## src/rtl/servo_smoothed_pwm_driver_core_defines.svh

```systemverilog
// assertion macros used by the sspd_back module
`ifndef SERVO_SMOOTHED_PWM_DRIVER_CORE_DEFINES_SVH
`define SERVO_SMOOTHED_PWM_DRIVER_CORE_DEFINES_SVH

// condition holds at every clock edge outside reset
`define SSPD_ASSERT_ALWAYS(label, cond, msg) \
   label: assert property (@(posedge clock) disable iff (reset) (cond)) else $error(msg);

// consequence holds in the same cycle as the antecedent
`define SSPD_ASSERT_IMPLIES(label, ante, cons, msg) \
   label: assert property (@(posedge clock) disable iff (reset) (ante) |-> (cons)) \
      else $error(msg);

// consequence holds in the cycle after the antecedent
`define SSPD_ASSERT_NEXT(label, ante, cons, msg) \
   label: assert property (@(posedge clock) disable iff (reset) (ante) |=> (cons)) \
      else $error(msg);

`endif

```

## src/rtl/sspd_pkg.sv

```systemverilog
package sspd_pkg;

   // default parameter values
   localparam int ANGLE_FRAC_BITS = 8;
   localparam int STEP_FRAC_BITS  = 16;
   localparam int FIFO_DEPTH      = 2;

   // field widths
   localparam int REQ_W       = 2;
   localparam int ANGLE_W     = 17;
   localparam int STEP_W      = 17;
   localparam int PERIOD_W    = 16;
   localparam int LEVEL_W     = 13;
   localparam int POS_OUT_W   = 16;
   localparam int CSR_INDEX_W = 2;

   // request codes
   localparam logic [REQ_W-1:0] REQ_TICK  = 2'd0;
   localparam logic [REQ_W-1:0] REQ_GOAL  = 2'd1;
   localparam logic [REQ_W-1:0] REQ_PLACE = 2'd2;

   // register indexes
   localparam logic [CSR_INDEX_W-1:0] CSR_STEP   = 2'd0;
   localparam logic [CSR_INDEX_W-1:0] CSR_PERIOD = 2'd1;

   // register reset values
   localparam logic [STEP_W-1:0]   STEP_RESET   = 17'd6554;
   localparam logic [PERIOD_W-1:0] PERIOD_RESET = 16'd20000;

   // servo timing constants, pulse widths in microseconds
   localparam int US_MIN   = 500;
   localparam int US_MAX   = 2400;
   localparam int FRAME_US = 20000;
   localparam int DEG_SPAN = 180;
   localparam int HOME_DEG = 90;

   typedef enum logic [1:0] {
      OP_TICK,
      OP_GOAL,
      OP_PLACE,
      OP_NONE
   } op_type;

   typedef struct packed {
      op_type                    op;
      logic signed [ANGLE_W-1:0] angle;
   } cmd_type;

   typedef struct packed {
      logic [LEVEL_W-1:0]   pwm_level;
      logic [POS_OUT_W-1:0] position;
      logic                 settled;
   } rsp_type;

   // divisor of the level scaling: frame length times angle span
   function automatic longint level_den(int frac);
      return (longint'(FRAME_US) * longint'(DEG_SPAN)) << frac;
   endfunction

   // pulse offset of the minimum angle in the same scale
   function automatic longint level_ofs(int frac);
      return (longint'(US_MIN) * longint'(DEG_SPAN)) << frac;
   endfunction

   // largest position value
   function automatic longint max_pos(int frac);
      return longint'(DEG_SPAN) << frac;
   endfunction

   function automatic int pos_width(int frac);
      return $clog2(max_pos(frac) + 1);
   endfunction

   function automatic int num_width(int frac);
      return $clog2(level_ofs(frac) + max_pos(frac) * longint'(US_MAX - US_MIN) + 1);
   endfunction

   // dividend width: quotient bits above the divisor width
   function automatic int div_width(int frac);
      return $clog2(level_den(frac) + 1) + LEVEL_W;
   endfunction

endpackage

```

## src/rtl/sspd_fifo.sv

```systemverilog
module sspd_fifo #(
   parameter int WIDTH = 8,
   parameter int DEPTH = sspd_pkg::FIFO_DEPTH
) (
   input  logic             clock,
   input  logic             reset,
   input  logic             push,
   input  logic [WIDTH-1:0] wr_data,
   output logic             full,
   input  logic             pop,
   output logic [WIDTH-1:0] rd_data,
   output logic             empty
);

   localparam int PTR_W = (DEPTH > 1) ? $clog2(DEPTH) : 1;
   localparam int CNT_W = $clog2(DEPTH + 1);

   logic [WIDTH-1:0] mem_ff [DEPTH];
   logic [PTR_W-1:0] wr_ptr_ff, wr_ptr_in;
   logic [PTR_W-1:0] rd_ptr_ff, rd_ptr_in;
   logic [CNT_W-1:0] count_ff, count_in;
   logic             do_push, do_pop;

   assign full    = (count_ff == CNT_W'(DEPTH));
   assign empty   = (count_ff == '0);
   assign do_push = push & ~full;
   assign do_pop  = pop & ~empty;
   assign rd_data = mem_ff[rd_ptr_ff];

   // pointer and fill count update
   always_comb begin
      wr_ptr_in = wr_ptr_ff;
      rd_ptr_in = rd_ptr_ff;
      count_in  = count_ff;
      if (do_push) begin
         wr_ptr_in = (wr_ptr_ff == PTR_W'(DEPTH - 1)) ? '0 : wr_ptr_ff + 1'b1;
      end
      if (do_pop) begin
         rd_ptr_in = (rd_ptr_ff == PTR_W'(DEPTH - 1)) ? '0 : rd_ptr_ff + 1'b1;
      end
      case ({do_push, do_pop})
         2'b10:   count_in = count_ff + 1'b1;
         2'b01:   count_in = count_ff - 1'b1;
         default: count_in = count_ff;
      endcase
   end

   always_ff @(posedge clock) begin
      if (reset) begin
         wr_ptr_ff <= '0;
         rd_ptr_ff <= '0;
         count_ff  <= '0;
      end else begin
         wr_ptr_ff <= wr_ptr_in;
         rd_ptr_ff <= rd_ptr_in;
         count_ff  <= count_in;
      end
   end

   // storage write
   always_ff @(posedge clock) begin
      if (do_push) begin
         mem_ff[wr_ptr_ff] <= wr_data;
      end
   end

endmodule

```

## src/rtl/sspd_front.sv

```systemverilog
module sspd_front #(
   parameter int FIFO_DEPTH = sspd_pkg::FIFO_DEPTH
) (
   input  logic                                 clock,
   input  logic                                 reset,
   input  logic                                 req_push,
   output logic                                 req_full,
   input  logic [sspd_pkg::REQ_W-1:0]           req_type,
   input  logic signed [sspd_pkg::ANGLE_W-1:0]  req_angle_value,
   output logic                                 cmd_valid,
   input  logic                                 cmd_pop,
   output sspd_pkg::cmd_type                    cmd
);

   sspd_pkg::cmd_type cmd_in;
   logic              cmd_empty;

   // request classification
   always_comb begin
      cmd_in.angle = req_angle_value;
      case (req_type)
         sspd_pkg::REQ_TICK:  cmd_in.op = sspd_pkg::OP_TICK;
         sspd_pkg::REQ_GOAL:  cmd_in.op = sspd_pkg::OP_GOAL;
         sspd_pkg::REQ_PLACE: cmd_in.op = sspd_pkg::OP_PLACE;
         default:             cmd_in.op = sspd_pkg::OP_NONE;
      endcase
   end

   // command queue towards the sequencer
   sspd_fifo #(
      .WIDTH ($bits(sspd_pkg::cmd_type)),
      .DEPTH (FIFO_DEPTH)
   ) u_cmd_fifo (
      .clock   (clock),
      .reset   (reset),
      .push    (req_push),
      .wr_data (cmd_in),
      .full    (req_full),
      .pop     (cmd_pop),
      .rd_data (cmd),
      .empty   (cmd_empty)
   );

   assign cmd_valid = ~cmd_empty;

endmodule

```

## src/rtl/sspd_divider.sv

```systemverilog
module sspd_divider #(
   parameter int ANGLE_FRAC_BITS = sspd_pkg::ANGLE_FRAC_BITS
) (
   input  logic                                               clock,
   input  logic                                               reset,
   input  logic                                               start,
   input  logic [sspd_pkg::div_width(ANGLE_FRAC_BITS)-1:0]    dividend,
   output logic                                               done,
   output logic [sspd_pkg::LEVEL_W-1:0]                       quotient
);

   localparam int     W_DIV = sspd_pkg::div_width(ANGLE_FRAC_BITS);
   localparam int     Q_W   = sspd_pkg::LEVEL_W;
   // frame length times angle span is an odd factor shifted up by this many bits
   localparam int     TWOS  = 7;
   localparam longint ODD   =
      (longint'(sspd_pkg::FRAME_US) * longint'(sspd_pkg::DEG_SPAN)) >> TWOS;
   localparam int     SHIFT = ANGLE_FRAC_BITS + TWOS;
   localparam int     D_W   = W_DIV - SHIFT;
   // reciprocal scale: exact floor for every dividend of D_W bits
   localparam int     K     = D_W + $clog2(ODD);
   localparam longint RECIP = ((longint'(1) << K) + ODD - 1) / ODD;
   localparam int     R_W   = $clog2(RECIP + 1);
   localparam int     P_W   = D_W + R_W;
   localparam logic [R_W-1:0] RECIP_V = R_W'(RECIP);

   logic [D_W-1:0] d_ff;
   logic [Q_W-1:0] q_ff;
   logic           mul_ff, done_ff;
   logic [P_W-1:0] prod;

   assign prod     = P_W'(d_ff) * P_W'(RECIP_V);
   assign done     = done_ff;
   assign quotient = q_ff;

   // two-step control: shift on start, reciprocal multiply in the next cycle
   always_ff @(posedge clock) begin
      if (reset) begin
         mul_ff  <= 1'b0;
         done_ff <= 1'b0;
      end else begin
         mul_ff  <= start;
         done_ff <= mul_ff;
      end
   end

   // power-of-two part drops by a shift, the odd part by the reciprocal
   always_ff @(posedge clock) begin
      if (start) begin
         d_ff <= dividend[SHIFT +: D_W];
      end
      if (mul_ff) begin
         q_ff <= prod[K +: Q_W];
      end
   end

endmodule

```

## src/rtl/sspd_back.sv

```systemverilog
`include "servo_smoothed_pwm_driver_core_defines.svh"

module sspd_back #(
   parameter int ANGLE_FRAC_BITS = sspd_pkg::ANGLE_FRAC_BITS,
   parameter int STEP_FRAC_BITS  = sspd_pkg::STEP_FRAC_BITS
) (
   input  logic                                            clock,
   input  logic                                            reset,
   input  logic                                            cmd_valid,
   input  sspd_pkg::cmd_type                               cmd,
   output logic                                            cmd_pop,
   input  logic [sspd_pkg::STEP_W-1:0]                     step_fraction,
   input  logic [sspd_pkg::PERIOD_W-1:0]                   period_count,
   input  logic                                            rsp_full,
   output logic                                            rsp_push,
   output sspd_pkg::rsp_type                               rsp,
   output logic                                            div_start,
   output logic [sspd_pkg::div_width(ANGLE_FRAC_BITS)-1:0] dividend,
   input  logic                                            div_done,
   input  logic [sspd_pkg::LEVEL_W-1:0]                    quotient
);

   localparam int     POS_W     = sspd_pkg::pos_width(ANGLE_FRAC_BITS);
   localparam int     NUM_W     = sspd_pkg::num_width(ANGLE_FRAC_BITS);
   localparam int     W_DIV     = sspd_pkg::div_width(ANGLE_FRAC_BITS);
   localparam int     F_W       = STEP_FRAC_BITS + 1;
   localparam int     PROD_W    = POS_W + F_W;
   localparam int     LVL_W     = NUM_W + sspd_pkg::PERIOD_W;
   localparam longint MAX_POS   = sspd_pkg::max_pos(ANGLE_FRAC_BITS);
   localparam longint ONE_DEG   = longint'(1) << ANGLE_FRAC_BITS;
   localparam longint HOME_POS  = longint'(sspd_pkg::HOME_DEG) << ANGLE_FRAC_BITS;
   localparam longint FULL_STEP = longint'(1) << STEP_FRAC_BITS;
   localparam longint NUM_OFS   = sspd_pkg::level_ofs(ANGLE_FRAC_BITS);
   localparam longint HALF_DEN  = sspd_pkg::level_den(ANGLE_FRAC_BITS) / 2;
   localparam int     US_SPAN   = sspd_pkg::US_MAX - sspd_pkg::US_MIN;

   typedef enum logic [2:0] {
      ST_IDLE,
      ST_MULT,
      ST_UPDATE,
      ST_LEVEL,
      ST_SCALE,
      ST_DIV
   } state_type;

   state_type            state_ff, state_in;
   sspd_pkg::op_type     op_ff, op_in;
   logic [POS_W-1:0]     now_ff, now_in;
   logic [POS_W-1:0]     goal_ff, goal_in;
   logic [POS_W-1:0]     ang_ff, ang_in;
   logic [PROD_W-1:0]    prod_ff, prod_in;
   logic                 neg_ff, neg_in;
   logic                 small_ff, small_in;
   logic                 settled_ff, settled_in;
   logic [NUM_W-1:0]     num_ff, num_in;

   logic signed [31:0]   ang32;
   logic [POS_W-1:0]     ang_clamp;
   logic signed [POS_W:0] gap;
   logic [POS_W-1:0]     mag;
   logic [31:0]          sf32;
   logic [F_W-1:0]       f_cl;
   logic [POS_W-1:0]     move;
   logic [LVL_W-1:0]     lvl_prod;

   // angle clamp to the servo range
   always_comb begin
      ang32 = 32'($signed(cmd.angle));
      if (ang32 < 32'sd0) begin
         ang_clamp = '0;
      end else if (ang32 > 32'(MAX_POS)) begin
         ang_clamp = POS_W'(MAX_POS);
      end else begin
         ang_clamp = POS_W'(ang32);
      end
   end

   // gap between goal and position
   assign gap  = $signed({1'b0, goal_ff}) - $signed({1'b0, now_ff});
   assign mag  = gap[POS_W] ? POS_W'(-gap) : POS_W'(gap);

   // step fraction limited to a full step
   assign sf32 = 32'(step_fraction);
   assign f_cl = (sf32 > 32'(FULL_STEP)) ? F_W'(FULL_STEP) : F_W'(sf32);
   assign move = prod_ff[STEP_FRAC_BITS +: POS_W];

   // pulse numerator times period, plus half the divisor for rounding
   assign lvl_prod = LVL_W'(num_ff) * LVL_W'(period_count);
   assign dividend = W_DIV'(lvl_prod) + W_DIV'(HALF_DEN);

   assign cmd_pop       = (state_ff == ST_IDLE) & cmd_valid & ~rsp_full;
   assign div_start     = (state_ff == ST_SCALE);
   assign rsp_push      = (state_ff == ST_DIV) & div_done;
   assign rsp.pwm_level = quotient;
   assign rsp.position  = sspd_pkg::POS_OUT_W'(now_ff);
   assign rsp.settled   = settled_ff;

   // sequencer next state
   always_comb begin
      state_in   = state_ff;
      op_in      = op_ff;
      now_in     = now_ff;
      goal_in    = goal_ff;
      ang_in     = ang_ff;
      prod_in    = prod_ff;
      neg_in     = neg_ff;
      small_in   = small_ff;
      settled_in = settled_ff;
      num_in     = num_ff;
      case (state_ff)
         ST_IDLE: begin
            if (cmd_pop) begin
               op_in    = cmd.op;
               ang_in   = ang_clamp;
               state_in = ST_MULT;
            end
         end
         ST_MULT: begin
            prod_in  = PROD_W'(mag) * PROD_W'(f_cl);
            neg_in   = gap[POS_W];
            small_in = (mag <= POS_W'(ONE_DEG));
            state_in = ST_UPDATE;
         end
         ST_UPDATE: begin
            case (op_ff)
               sspd_pkg::OP_TICK: begin
                  if (small_ff) begin
                     now_in = goal_ff;
                  end else if (neg_ff) begin
                     now_in = now_ff - move;
                  end else begin
                     now_in = now_ff + move;
                  end
               end
               sspd_pkg::OP_GOAL: begin
                  goal_in = ang_ff;
               end
               sspd_pkg::OP_PLACE: begin
                  now_in  = ang_ff;
                  goal_in = ang_ff;
               end
               default: begin
                  now_in = now_ff;
               end
            endcase
            state_in = ST_LEVEL;
         end
         ST_LEVEL: begin
            num_in     = NUM_W'(NUM_OFS) + NUM_W'(now_ff) * NUM_W'(US_SPAN);
            settled_in = (mag < POS_W'(ONE_DEG));
            state_in   = ST_SCALE;
         end
         ST_SCALE: begin
            state_in = ST_DIV;
         end
         ST_DIV: begin
            if (div_done) begin
               state_in = ST_IDLE;
            end
         end
         default: begin
            state_in = ST_IDLE;
         end
      endcase
   end

   always_ff @(posedge clock) begin
      if (reset) begin
         state_ff <= ST_IDLE;
         now_ff   <= POS_W'(HOME_POS);
         goal_ff  <= POS_W'(HOME_POS);
      end else begin
         state_ff <= state_in;
         now_ff   <= now_in;
         goal_ff  <= goal_in;
      end
      op_ff      <= op_in;
      ang_ff     <= ang_in;
      prod_ff    <= prod_in;
      neg_ff     <= neg_in;
      small_ff   <= small_in;
      settled_ff <= settled_in;
      num_ff     <= num_in;
   end

   // position and goal stay inside the servo range
   `SSPD_ASSERT_ALWAYS(a_pos_range, now_ff <= POS_W'(MAX_POS), "position out of range")
   `SSPD_ASSERT_ALWAYS(a_goal_range, goal_ff <= POS_W'(MAX_POS), "goal out of range")
   // divider finishes only while the sequencer waits for it
   `SSPD_ASSERT_IMPLIES(a_div_sync, div_done, state_ff == ST_DIV, "divider done out of step")
   // a snapping tick lands exactly on the goal
   `SSPD_ASSERT_NEXT(a_snap, (state_ff == ST_UPDATE) && (op_ff == sspd_pkg::OP_TICK) && small_ff, now_ff == goal_ff, "snap missed goal")
   // place leaves position and goal equal
   `SSPD_ASSERT_NEXT(a_place, (state_ff == ST_UPDATE) && (op_ff == sspd_pkg::OP_PLACE), now_ff == goal_ff, "place left a gap")

endmodule

```

## src/rtl/servo_smoothed_pwm_driver_core.sv

```systemverilog
// Servo position smoother with PWM compare output. Requests enter a queue (req_push/req_full)
// and each one gives exactly one result on the result queue (rsp_pop/rsp_empty), in order:
// tick moves the position a step_fraction share of the gap towards the goal and snaps
// within one degree, set-goal and place take a clamped angle. The sequencer handles one
// request at a time and takes no new one before its result is pushed: it takes the request
// from the request queue, applies it and forms the pulse numerator, then runs the level
// scaling, which divides by the constant divisor with a shift and a reciprocal multiplication.
// Request and result queues of FIFO_DEPTH entries let both sides stall on their own.
// Register writes on the csr_ port are always accepted and are expected only while the
// block is idle.
module servo_smoothed_pwm_driver_core #(
   parameter int ANGLE_FRAC_BITS = sspd_pkg::ANGLE_FRAC_BITS,
   parameter int STEP_FRAC_BITS  = sspd_pkg::STEP_FRAC_BITS,
   parameter int FIFO_DEPTH      = sspd_pkg::FIFO_DEPTH
) (
   input  logic                                clock,
   input  logic                                reset,
   input  logic                                req_push,
   output logic                                req_full,
   input  logic [sspd_pkg::REQ_W-1:0]          req_type,
   input  logic signed [sspd_pkg::ANGLE_W-1:0] req_angle_value,
   output logic                                rsp_empty,
   input  logic                                rsp_pop,
   output logic [sspd_pkg::LEVEL_W-1:0]        rsp_pwm_level,
   output logic [sspd_pkg::POS_OUT_W-1:0]      rsp_position,
   output logic                                rsp_settled,
   input  logic                                csr_valid,
   output logic                                csr_ready,
   input  logic [sspd_pkg::CSR_INDEX_W-1:0]    csr_index,
   input  logic [sspd_pkg::STEP_W-1:0]         csr_data
);

   localparam int W_DIV = sspd_pkg::div_width(ANGLE_FRAC_BITS);

   logic [sspd_pkg::STEP_W-1:0]   step_ff;
   logic [sspd_pkg::PERIOD_W-1:0] period_ff;
   logic                          cmd_valid, cmd_pop;
   sspd_pkg::cmd_type             cmd;
   logic                          rsp_full, rsp_push;
   sspd_pkg::rsp_type             rsp_wr, rsp_rd;
   logic                          div_start, div_done;
   logic [W_DIV-1:0]              dividend;
   logic [sspd_pkg::LEVEL_W-1:0]  quotient;

   // configuration registers
   assign csr_ready = 1'b1;

   always_ff @(posedge clock) begin
      if (reset) begin
         step_ff   <= sspd_pkg::STEP_RESET;
         period_ff <= sspd_pkg::PERIOD_RESET;
      end else if (csr_valid) begin
         case (csr_index)
            sspd_pkg::CSR_STEP:   step_ff   <= csr_data;
            sspd_pkg::CSR_PERIOD: period_ff <= csr_data[sspd_pkg::PERIOD_W-1:0];
            default:              step_ff   <= step_ff;
         endcase
      end
   end

   // front: accept and classify requests
   sspd_front #(
      .FIFO_DEPTH (FIFO_DEPTH)
   ) u_front (
      .clock           (clock),
      .reset           (reset),
      .req_push        (req_push),
      .req_full        (req_full),
      .req_type        (req_type),
      .req_angle_value (req_angle_value),
      .cmd_valid       (cmd_valid),
      .cmd_pop         (cmd_pop),
      .cmd             (cmd)
   );

   // back: apply requests and form results
   sspd_back #(
      .ANGLE_FRAC_BITS (ANGLE_FRAC_BITS),
      .STEP_FRAC_BITS  (STEP_FRAC_BITS)
   ) u_back (
      .clock         (clock),
      .reset         (reset),
      .cmd_valid     (cmd_valid),
      .cmd           (cmd),
      .cmd_pop       (cmd_pop),
      .step_fraction (step_ff),
      .period_count  (period_ff),
      .rsp_full      (rsp_full),
      .rsp_push      (rsp_push),
      .rsp           (rsp_wr),
      .div_start     (div_start),
      .dividend      (dividend),
      .div_done      (div_done),
      .quotient      (quotient)
   );

   // level scaling divider
   sspd_divider #(
      .ANGLE_FRAC_BITS (ANGLE_FRAC_BITS)
   ) u_divider (
      .clock    (clock),
      .reset    (reset),
      .start    (div_start),
      .dividend (dividend),
      .done     (div_done),
      .quotient (quotient)
   );

   // result queue
   sspd_fifo #(
      .WIDTH ($bits(sspd_pkg::rsp_type)),
      .DEPTH (FIFO_DEPTH)
   ) u_rsp_fifo (
      .clock   (clock),
      .reset   (reset),
      .push    (rsp_push),
      .wr_data (rsp_wr),
      .full    (rsp_full),
      .pop     (rsp_pop),
      .rd_data (rsp_rd),
      .empty   (rsp_empty)
   );

   assign rsp_pwm_level = rsp_rd.pwm_level;
   assign rsp_position  = rsp_rd.position;
   assign rsp_settled   = rsp_rd.settled;

endmodule

```

## config.mk

```make
export PLATFORM = sky130hd
export DESIGN_NAME = servo_smoothed_pwm_driver_core
export DESIGN_NICKNAME = d
export VERILOG_FILES = /design/src/rtl/sspd_pkg.sv /design/src/rtl/sspd_fifo.sv /design/src/rtl/sspd_front.sv /design/src/rtl/sspd_divider.sv /design/src/rtl/sspd_back.sv /design/src/rtl/servo_smoothed_pwm_driver_core.sv
export VERILOG_INCLUDE_DIRS = /design/src /design/src/rtl
export SDC_FILE = /design/constraint.sdc
export NUM_CORES = 2
export LEC_CHECK = 0
export BUFFER_PORTS_ARGS = -buffer_cell sky130_fd_sc_hd__buf_2
export CAP_MARGIN = 10
export CELL_PAD_IN_SITES_DETAIL_PLACEMENT = 1
export CELL_PAD_IN_SITES_GLOBAL_PLACEMENT = 1
export CORE_ASPECT_RATIO = 0.7
export CORE_MARGIN = 8
export CORE_UTILIZATION = 50
export DETAILED_ROUTE_END_ITERATION = 10
export PLACE_DENSITY_LB_ADDON = 0.05
export SLEW_MARGIN = 40
export SYNTH_ARGS = -nofsm -noshare
export SYNTH_HDL_FRONTEND = slang
export SYNTH_SLANG_ARGS = --single-unit
export TNS_END_PERCENT = 10
```

## constraint.sdc

```tcl
create_clock -name clock -period 10 [get_ports clock]
set_input_delay 2 -clock clock [delete_from_list [all_inputs] [get_ports clock]]
set_output_delay 2 -clock clock [all_outputs]
set_load 0.05 [all_outputs]
```

==> summary.md <==
| Metric | Value |
|---|---|
| Worst Path Required | `slightly above 10 ns` |
| Crit path buf inv count | `8` |
| Most frequent CP cell | `inv_1` |
| GR Util met1 | `about 40%` |
| R2R depth | `31` |
| Crit path largest cell delay | `about 0.66 ns` |
| Fin Setup TNS | `0 ns` |
| CTS tree | `yes` |
| Drc violations | `0` |
| Critical Path End Type | `register` |
| EDFF count, synth | `roughly 200` |
| F_max | `about 110 MHz` |
| Post-DR wirelength/cell | `21.4 um` |
| Die Y | `around 280 um` |
| Filler cells | `10800` |
| Sequential cell area | `0.00765 mm2` |
| Worst-margin pin slew | `a little over 0.9 ns` |
| Setup violations, final | `0` |
| Hold worst-path end | `u_rsp_fifo.mem_ff[1][20]` |
| Layout cells sized above 1 | `5.54%` |
| Final ANT Viol Nets | `0` |
| HP Start | `u_divider.quotient[3]` |
| Asr flop ratio synth | `0%` |
| Total grt overflow | `0` |
| Port bufs | `74` |
| Via density per instance | `5.42` |
| Synth Instances | `4921` |
| Synth warnings | `0` |
| Avg Cell Area, Syn | `between 9 and 10 um2` |
| Clk_lat worst skew | `about 0.63 ns` |
| Worst slew margin | `37.2%` |
| Drt pass-1 iters | `5` |
| RR Endpoint | `u_back.prod_ff[31]` |
| Synth cell types | `a little under 90` |
| Hold path cells | `0` |
| Top Usage Layer GRT | `met1` |
| CP max-delay cell | `or4b_2` |
| RSZ-0062 raised after global routing | `false` |
| Met2 GRT Util | `roughly 36%` |
| Arrival @ worst endpoint | `about 9.8 ns` |
| Synth area leaders | `fa_1 (36%), ha_1 (17%), edfxtp_1 (12%)` |
| Dominant synthesized flop cell | `edfxtp_1` |
| Via Count | `roughly 34000` |
| Post-Synthesis Net Count | `approximately 6500` |
| Largest area contributor in the netlist | `fa_1` |
| Slew Viols, Final | `0` |
| Detailed Route Iter0 Violations | `~2000` |
| Met3 usage | `roughly 5.2%` |
| Worst setup path category | `reg -> reg` |
| Nets | `between 6000 and 7000` |
| Worst path top cell family by delay | `adder cells` |
| Worst r2r src | `u_back.now_ff[14]` |
| Status | `finished clean` |
| Max Clock Skew | `about 0.022 ns` |
| Max-Cap Viols | `0` |
| Post-CTS Setup Repair Bufs | `0` |
| Vias in the first global route | `around 37000` |
| FF-to-FF setup slack | `approximately 0.57 ns` |
| Die ar. | `roughly 0.11 mm2` |
| Min Tclk post-route | `roughly 9.4 ns` |
| Die Wd | `388 um` |
| Crit-path max FO | `18` |
| Yosys reg bits | `~280` |
| Area of the multi-input gates | `~0.036 mm2` |
| Inserted Clock Buffers | `31` |
| Dpl hpwl | `approximately 110 mm` |
| Synth cell count leaders | `inv_1 (1126), fa_1 (877), ha_1 (640), nand2_1 (615), edfxtp_1 (201)` |
| Area growth from synthesis to layout | `6.39%` |
| Clock-pin slew on the worst setup and hold paths | `roughly 0.080 ns` |
| Synth top area share | `between 30% and 40%` |
| CTS Root Cell | `clkbuf_16` |
| Initial antenna violation count | `5` |
| IO Pins | `76` |
| Total wire length | `between 100 and 150 mm` |
| Final Wtd Congestion | `between 0.9 and 1` |
| First-pass GRT wire length | `214 mm` |
| Largest net degree at the start of global routing | `63` |
| Placement Rows | `95` |
| Clk buf depth | `3` |
| Hold Crit Class | `reg -> reg` |
| H-tree lvl count | `1` |
| Hold Vio Cnt, Final | `0` |
| Worst setup SP type | `register` |
| Total Routing Usage GR | `between 20% and 30%` |
| Worst setup path start | `u_back.now_ff[14]` |
| Core box area | `between 0.09 and 0.1 mm2` |
| Register area share after synthesis | `about 16%` |
| Initial Utilization | `between 50 and 60%` |
| Mapped Area | `between 0.04 and 0.05 mm2` |
| Num Clock Sinks | `about 280` |
| Most common cell in the netlist | `inv_1` |
| Crit share post-route | `94.3%` |
-- metrics by stage --
stage	util (%)	cells	setup slack (ns)	area [um2]	hold slack, ns
global route	53.7	6239	0.0720	51500	0.438
finish	53.7	6240	0.566	51500	0.432
CTS	53.6	6237	0.410	51400	0.431
global placement	52.5	6179	0.356	50300	0.423
floorplan	-	4921	1.32	48400	0.421
detailed placement	52.5	6179	0.455	50400	0.432
-- registers in the layout (all words and copies together) (netlist names), 2 cells and up, named ones only --
register / count
u_divider.d_ff: 28
period_ff: 16
u_back.num_ff: 25
step_ff: 17
u_back.now_ff: 16
u_front.u_cmd_fifo.mem_ff: 38
u_back.ang_ff: 16
u_divider.quotient: 13
u_back.goal_ff: 16
u_front.u_cmd_fifo.count_ff: 2
u_back.op_ff: 2
u_back.state_ff: 3
u_rsp_fifo.mem_ff: 60
u_back.prod_ff: 16
u_rsp_fifo.count_ff: 2
-- worst reg2reg max path: cells and delay by family, from the launching register on --
| family | cells | cell delay, ns |
|---|---|---|
| buffers and inverters | 8 | 0.97 |
| xor gates and xnor gates | 2 | 0.55 |
| DFF | 1 | 0.62 |
| AOI/OAI and AO/OA | 6 | 1.14 |
| and+or+nand+nor | 7 | 2.14 |
| adders and majority gates | 8 | 3.75 |
-- area by class of cell --
cell class / count / area share [%]
Multi-Input combinational cell: 3369 / 70.1
Sequential cell: 281 / 14.9
Inverter: 1126 / 8.21
Tap cell: 1261 / 3.06
Timing Repair Buffer: 144 / 1.77
Clock buffer: 41 / 1.68
Clock inverter: 17 / 0.338
Antenna cell: 1 / 0.00486
-- cell families after synthesis --
kind of cell / Yosys count / synth area share (%)
fa+ha+maj: 1517 / 52.8
buf+inv: 1271 / 9.88
simple gates: 1203 / 11.4
compound gates: 452 / 6.32
flops: 281 / 15.8
xor+xnor: 147 / 2.72
mux: 49 / 1.10
other cells: 1 / 0.00775
-- repair_timing --
action / CTS / global route
hold buffers: 0 / 0
endpoints found under the setup margin: 0 / 1
gates resized for setup: 0 / 5
-- cell usage in the layout (no fill, tap or decap), types with 19 or more instances in the layout --
cell | synthesis | layout
buf_2 | 0 | 74
nand2_1 | 615 | 615
clkbuf_16 | 0 | 32
o211ai_1 | 19 | 19
edfxtp_1 | 201 | 201
o21ai_0 | 54 | 53
and2_1 | 188 | 188
a21o_1 | 62 | 62
xor2_1 | 48 | 47
nor2b_1 | 19 | 19
ha_1 | 640 | 640
xnor2_1 | 96 | 93
nor3_1 | 48 | 48
a31oi_1 | 20 | 20
fa_1 | 877 | 877
nor2_1 | 177 | 173
inv_1 | 1126 | 1125
a211oi_1 | 20 | 20
nand2b_1 | 24 | 24
dfxtp_1 | 80 | 72
nand3_1 | 46 | 45
a21oi_1 | 144 | 144
mux2_2 | 33 | 33
buf_4 | 1 | 67
o21a_1 | 25 | 25
-- how the worst max path moves through the flow --
stage / end / slack, ns / cells after the start
after floorplan: u_back.prod_ff[31] / 1.32 / 32
after global placement: u_back.prod_ff[31] / 0.36 / 30
after detailed placement: u_back.prod_ff[31] / 0.46 / 30
after CTS: u_back.prod_ff[31] / 0.41 / 30
after global routing: u_back.prod_ff[31] / 0.07 / 31
final: u_back.prod_ff[31] / 0.57 / 31
-- routing by layer --
layer	wire length (um)	share of wire [%]	vias to the layer above
met3	9030	6.8	120
met2	55000	41	808
li1	-	-	15400
met4	1900	1.4	4
met1	67300	50	17500
met5	51	0.038	-
Power is not shown: default switching activity piles up to over one toggle a cycle in this logic, so the estimate is an artifact.
